**config.mk**
```make
export PLATFORM = sky130hd
export DESIGN_NAME = sfab_blend
export DESIGN_NICKNAME = d
export VERILOG_FILES = /design/src/rtl/sfab_pkg.sv /design/src/rtl/sfab_blend.sv
export SDC_FILE = /design/constraint.sdc
export NUM_CORES = 2
export LEC_CHECK = 0
export BUFFER_PORTS_ARGS = -buffer_cell sky130_fd_sc_hd__buf_2
export CORE_ASPECT_RATIO = 1.2
export CORE_MARGIN = 2
export CORE_UTILIZATION = 50
export DETAILED_ROUTE_END_ITERATION = 10
export GPL_ROUTABILITY_DRIVEN = 0
export PLACE_DENSITY = 0.63
export RECOVER_POWER = 100
export SYNTH_ARGS = -nofsm -noshare
export SYNTH_HDL_FRONTEND = slang
export SYNTH_SLANG_ARGS = --single-unit
export TNS_END_PERCENT = 10
```
**constraint.sdc**
```tcl
create_clock -name clk -period 10.4 [get_ports clk]
set_input_delay 1.04 -clock clk [delete_from_list [all_inputs] [get_ports clk]]
set_output_delay 1.04 -clock clk [all_outputs]
set_load 0.1 [all_outputs]
```
**src/rtl/sfab_pkg.sv**
```systemverilog
// Package with shared constants, types and helpers for the shape raster block.
package sfab_pkg;

	localparam int unsigned MAX_WIDTH_DEF  = 64;
	localparam int unsigned MAX_HEIGHT_DEF = 64;
	localparam int unsigned CFG_W          = 7;
	localparam int unsigned COORD_W        = 10;
	localparam int unsigned SIZE_W         = 8;
	localparam int unsigned COLOR_W        = 32;
	localparam int unsigned CMD_W          = 3;
	localparam int unsigned IN_DATA_W      = 72;
	localparam int unsigned OUT_DATA_W     = 40;
	localparam int unsigned CFG_IDX_W      = 1;

	localparam logic [CMD_W-1:0] CMD_FILL = 3'd0;
	localparam logic [CMD_W-1:0] CMD_RECT = 3'd1;
	localparam logic [CMD_W-1:0] CMD_DISC = 3'd2;
	localparam logic [CMD_W-1:0] CMD_RING = 3'd3;
	localparam logic [CMD_W-1:0] CMD_OCT  = 3'd4;
	localparam logic [CMD_W-1:0] CMD_READ = 3'd5;

	localparam logic [CFG_IDX_W-1:0] REG_WIDTH  = 1'b0;
	localparam logic [CFG_IDX_W-1:0] REG_HEIGHT = 1'b1;

	localparam logic [COLOR_W-1:0] RESET_PIXEL = 32'h0000_00FF;
	localparam logic [7:0]         ALPHA_FULL  = 8'hFF;

	// Octagon cut scale factors: (dx+dy)*OCT_NUM_L <= h*OCT_NUM_R.
	localparam logic [26:0] OCT_NUM_L = 27'd100000000;
	localparam logic [27:0] OCT_NUM_R = 28'd141421356;

	// Quotient by 255 of a value below 65280: floor(v/255) via reciprocal.
	function automatic logic [7:0] div255(input logic [15:0] v);
		logic [16:0] t;
		begin
			t = {1'b0, v} + 17'd1 + {9'd0, v[15:8]};
			div255 = t[15:8];
		end
	endfunction

	typedef struct packed {
		logic [CMD_W-1:0]   kind;
		logic [COLOR_W-1:0] color;
	} draw_ctl_t;

endpackage

```
**src/rtl/sfab_blend.sv**
```systemverilog
// Per-pixel shared compute unit: shape membership test and alpha blend.
module sfab_blend (
	input  logic                           clk,
	input  logic                           load,
	input  sfab_pkg::draw_ctl_t            ctl,
	input  logic [10:0]                    dx,
	input  logic [10:0]                    dy,
	input  logic [sfab_pkg::SIZE_W-1:0]    a,
	input  logic [sfab_pkg::SIZE_W-1:0]    b,
	input  logic [sfab_pkg::COLOR_W-1:0]   base,
	output logic                           write_s1,
	output logic [sfab_pkg::COLOR_W-1:0]   pixel_s1
);
	logic [21:0] d2;
	logic [15:0] a2, in2;
	logic [7:0]  inner;
	logic [11:0] dsum;
	logic        hit;
	logic [7:0]  ab, at, inv;
	logic [15:0] prod [0:3];
	logic [31:0] mix;

	always_comb begin
		d2 = 22'(dx * dx) + 22'(dy * dy);
		a2 = a * a;
		inner = a - b;
		in2 = inner * inner;
		dsum = {1'b0, dx} + {1'b0, dy};
		case (ctl.kind)
			sfab_pkg::CMD_RECT: hit = 1'b1;
			sfab_pkg::CMD_DISC: hit = (d2 <= {6'd0, a2}) && (base != ctl.color);
			sfab_pkg::CMD_RING: hit = (d2 <= {6'd0, a2}) && (base != ctl.color) &&
				((b >= a) || (d2 > {6'd0, in2}));
			sfab_pkg::CMD_OCT: hit = (39'(dsum) * 39'(sfab_pkg::OCT_NUM_L)) <=
				(39'(a) * 39'(sfab_pkg::OCT_NUM_R));
			default: hit = 1'b0;
		endcase
		ab = base[7:0];
		at = ctl.color[7:0];
		inv = sfab_pkg::ALPHA_FULL - at;
		for (int c = 1; c < 4; c++) begin
			prod[c] = 16'(base[c*8 +: 8] * inv) + 16'(ctl.color[c*8 +: 8] * at);
		end
		prod[0] = 16'(ab * inv) + 16'd127;
		if (ab == 8'd0 || at == sfab_pkg::ALPHA_FULL) begin
			mix = ctl.color;
		end else if (at == 8'd0) begin
			mix = base;
		end else begin
			mix = {sfab_pkg::div255(prod[3]), sfab_pkg::div255(prod[2]),
				sfab_pkg::div255(prod[1]), 8'(at + sfab_pkg::div255(prod[0]))};
		end
	end

	always_ff @(posedge clk) begin
		if (load) begin
			write_s1 <= hit;
			pixel_s1 <= mix;
		end
	end
endmodule

```
* Word-level counts from Yosys, hierarchy flattened *
Index checks and enable logic that the tools add are counted.

cells by class
  add/sub/neg operators = 17
  $mul = 13
  $lt $le $gt $ge = 4
  equal/unequal tests = 6
  mux-type cells = 3
  reduce and logical (&&, ||, !) cells = 6

operator list
  kind                                                  number
  multiplier 8 x 8 -> 16 bit                            9
  adder 16 x 1 -> 16 bit (second input constant)        4
  adder 16 x 8 -> 16 bit                                4
  2-to-1 mux 32 bit                                     2
  adder 16 bit                                          3
  multiplier 11 x 11 -> 22 bit                          2
  less-or-equal comparator 39 x 36 -> 1 bit             1
  multiplier 8 x 26 -> 34 bit (second input constant)   1
  != test 32 bit                                        1
  multiplier 12 x 19 -> 31 bit (second input constant)  1
  adder 22 bit                                          1
  > comparator 22 x 16 -> 1 bit                         1
  less-or-equal comparator 22 x 16 -> 1 bit             1
  adder 16 x 7 -> 16 bit (second input constant)        1
  zero test 8 bit                                       2
  adder 11 x 11 -> 12 bit                               1
  adder 8 bit                                           1
  == test 8 bit (second input constant)                 1
  >= comparator 8 bit                                   1
  subtractor 8 bit                                      1
  subtractor 8 bit (first input constant)               1
  == test 3 x 2 -> 1 bit (second input constant)        2
  case mux 1 bit (4 select lines)                       1
  == test 3 x 1 -> 1 bit (second input constant)        1
  other kinds (3)                                       5

word-level totals
  register bits after elaboration = 33
  input bits = 107

* Longest topological paths before layout *
  depth in word-level cells = 8
  gate-level depth with buffers = 41
  mapped depth without buffers = 41

* Least setup slack after synthesis *
OpenSTA, ideal clock, no wires.

  kind = input -> register
  start point = in dx[0]
  end point = reg write_s1 (data pin)
  library setup time = 0.255 ns
  arrival = 8.852 ns
  required time = 10.145 ns
  path slack = 1.293 ns
  cell stages on the path = 37
  path buffers = 0
  cell sequence = ha_1 -> fa_1 -> a21o_1 -> a21oi_1 -> o21bai_1 -> a21oi_1 -> nor2b_1 -> o21a_1 -> o21ai_0 -> nand2b_1 -> a21oi_1 -> xnor2_1 -> fa_1 -> fa_1 -> inv_1 -> fa_1 -> fa_1 -> inv_1 -> fa_1 -> ha_1 -> a21o_1 -> a21o_1 -> a2111oi_0 -> a21oi_1 -> nor4_1 -> nor4_1 -> o21a_1 -> nor2_1 -> xnor2_1 -> ha_1 -> nand4_1 -> or3_1 -> nor2_1 -> nand2_1 -> o211ai_1 -> o22ai_1 -> a31o_1

on the way
  word-level cells in the longest chain between the ends = 6
  elaborated cells between the ends (all ways) = 11
  those cells by class = add/sub: 2; mul: 2; order compare: 3; mux: 1; reduce/logical: 3

ends and longest elaborated chain
  what                                                                                               line              RTL
  start: declaration                                                                                 sfab_blend.sv:6   input logic [10:0] dx,
  parallel branches: the longest is 5 deep, another holds less-or-equal comparator 39 x 36 -> 1 bit  n/a
  case mux 1 bit (4 select lines) *                                                                  sfab_blend.sv:29  case (ctl.kind)
  via hit                                                                                            sfab_blend.sv:18  logic hit;
  end signal: assignment                                                                             sfab_blend.sv:57  write_s1 <= hit;
  end: declaration                                                                                   sfab_blend.sv:11  output logic write_s1,

Mark *: on every way through the listed nets, which the timed path passes.
A chain may end at the register's enable or synchronous reset.

* Final worst setup path *
Same ends and word-level chain as after synthesis.

==> impl_metrics.csv <==
group,metric,value,unit
timing,setup_tns,0,ns
global_routing,grt_pass1_vias,29900,
synth,synth_top_cells_by_count,"inv_1 (979), fa_1 (676), ha_1 (643), nand2_1 (370), and2_1 (187)",
critical_path,arrival,9.61,ns
critical_path,start_kind,"primary input",
critical_path,critical_path.most_common_cell,"fa_1",
synth,synthCells,4209,
timing,fin_crit_sh,91.7,%
die,initial_core_util,50.5,%
timing,relSlewSlack,-63.5,%
detailed_routing,drc,0,
critical_path,required,10.48,ns
outcome,outcome,"complete, but fails checks",
detailed_routing,dr_wl_met2,51200,microns
detailed_routing,wl_met1,36100,microns
cts,holdBufCountCts,0,
global_routing,track_usage,25.6,%
cts,cts_resized,0,
placement,port_buffers,139,
detailed_routing,top_layer,"met5",
timing,period_minus_slack,9.53,ns
min_path,min_from,"ctl[13]",
critical_path,max_stage_delay,0.55,ns
timing,drv_slew,34,
global_routing,grt_pass1_wl,154000,microns
placement,dpl-instance-area,0.0388,sq mm
placement,dp_hpwl,78300,microns
die,coreArea,0.0736,sq mm
timing,finalSetupViolCount,0,
detailed_routing,wl,93400,microns
synth,yosysTopAreaCell,"fa_1",
synth,synth_area,0.0372,sq mm
placement,post-place-ws,0.489,ns
timing,fin_ws,0.866,ns
die,io_pins,140,
cts,clock-sinks,33,
die,num_rows,109,
die,dieArea,0.0765,sq mm
finish,area_delta_synth_final,4.54,%
min_path,worstHoldPathCells,3,
synth,yosys-top-cells-area,"fa_1 (36%), ha_1 (22%), inv_1 (9.9%), nand2_1 (3.7%), xnor2_1 (3.5%)",
detailed_routing,wl_per_cell,18.0,microns
synth,synth_edf_count,33,
cts,htree_levels,2,
timing,worstMarginPinSlew,2.45,ns
synth,synth_flop_cell,"edfxtp_1",
detailed_routing,routed_via_density,5.34,
critical_path,worst-setup-path-type,"primary input to register",
detailed_routing,wl_met3,3160,microns
timing,rsz0062_at_grt,"false",
timing,finalHoldViolations,0,
global_routing,overflow,0,
timing,hold_ws,1.20,ns
synth,yosysMostFrequentCell,"inv_1",
finish,final_area,0.0388,sq mm
finish,layout.nets,5677,
global_routing,grt_max_degree,62,
critical_path,cp_top_family,"adder cells",
cts,cts_setup_buffers,0,
detailed_routing,vias,27800,
detailed_routing,drt-initial-drc-count,1148,
cts,clk_pin_slew,0.07,ns
cts,cts_root_buf,"clkbuf_16",
die,die_h,303,microns
synth,synthDistinctLibCells,83,
detailed_routing,drtAntennaViolNets,0,
synth,yosysSeqAreaShare,2.67,%
critical_path,path_depth,38,
synth,syn_area_per_cell,8.83,sq um
detailed_routing,first_pass_iters,7,
outcome,violations,"max-capacitance violations, max-slew violations",
critical_path,worst_setup_path_end_kind,"register",
timing,fmax,105,MHz
cts,clockBufferDepth,2,
global_routing,antenna_found_initial,11,
synth,synthArstFlopShare,0,%
min_path,worst_hold_path_type,"primary input to register",
die,die_width,253,microns
finish,drive_gt1_share,4.26,%
critical_path,path_max_fanout,11,
cts,cts_tree,"yes",
cts,numCtsBuffers,5,
min_path,whs_endpoint,"pixel_s1[13]",
critical_path,worst-path-buf-inv,3,
synth,ys_warn_count,0,
critical_path,critPathSlowestCell,"fa_1",
flow_run,max_cap_viol_count,1,
synth,netlist.area_leader.share,36.4,%
synth,ys_ff_latch,33,
==> flip-flops by register name (all words and copies together) (netlist names) <==
name / cells
write_s1: 1
pixel_s1: 32
==> per-layer routing <==
metal  vias up  global-route usage (%)
met5         -                       0
met3       175                    1.86
met1     13800                    29.6
li1      13200                       -
met4        14                    7.65
met2       542                    50.0
==> through the flow <==
| stage | util, % | std cells |
|---|---|---|
| after CTS | 52.8 | 5195 |
| after detailed placement | 52.6 | 5187 |
| after global routing | 52.7 | 5197 |
| after floorplan | - | 4212 |
| final | 52.7 | 5199 |
| after global placement | 52.6 | 5187 |
==> kinds of logic (layout without fill, tap and decap cells) <==
family | count (synthesis) | count (layout) | synth area share (%)
adder cells (fa/ha/maj) | 1319 | 1319 | 58.1
buffers and inverters | 1118 | 1158 | 11.3
AND/OR/NAND/NOR | 1032 | 1032 | 14.0
AO/OA/AOI/OAI | 473 | 473 | 8.46
XOR/XNOR | 219 | 219 | 5.16
flip-flops | 33 | 33 | 2.67
multiplexers | 13 | 13 | 0.370
other | 2 | 9 | 0.0202
==> area by class of cell <==
type	instances	area, sq um
inverters	982	3690
fillers	7043	34800
clock buffers	5	125
diodes	4	10.0
well taps	943	1180
repair buffers	168	868
clock inverters	3	22.5
flip-flops and latches	33	991
multi-input cells	3061	32000
==> layout by cell type (no fill, tap or decap), drive strengths merged, types with 20 or more instances in the layout <==
cell and count:
fa 676, a21oi 126, xnor2 149, a21o 68, buf 132, o21ai 100, clkbuf 41, inv 980
nand4 23, nand3 22, xor2 70, ha 643, edfxtp 33, nor2b 134, nor2 155, o21a 35
nand2 370, nor3 34, nand2b 20, and2 187
==> worst max-delay path by stage <==
stage / from / end
after floorplan: dx[0] / write_s1
after global placement: dx[0] / write_s1
after detailed placement: dx[0] / write_s1
after CTS: dx[0] / write_s1
after global routing: dx[0] / write_s1
final: dx[0] / write_s1
Power is left out: the tool's default activity adds up to more than one toggle a clock period on the data nets, which glitch-free logic cannot reach.
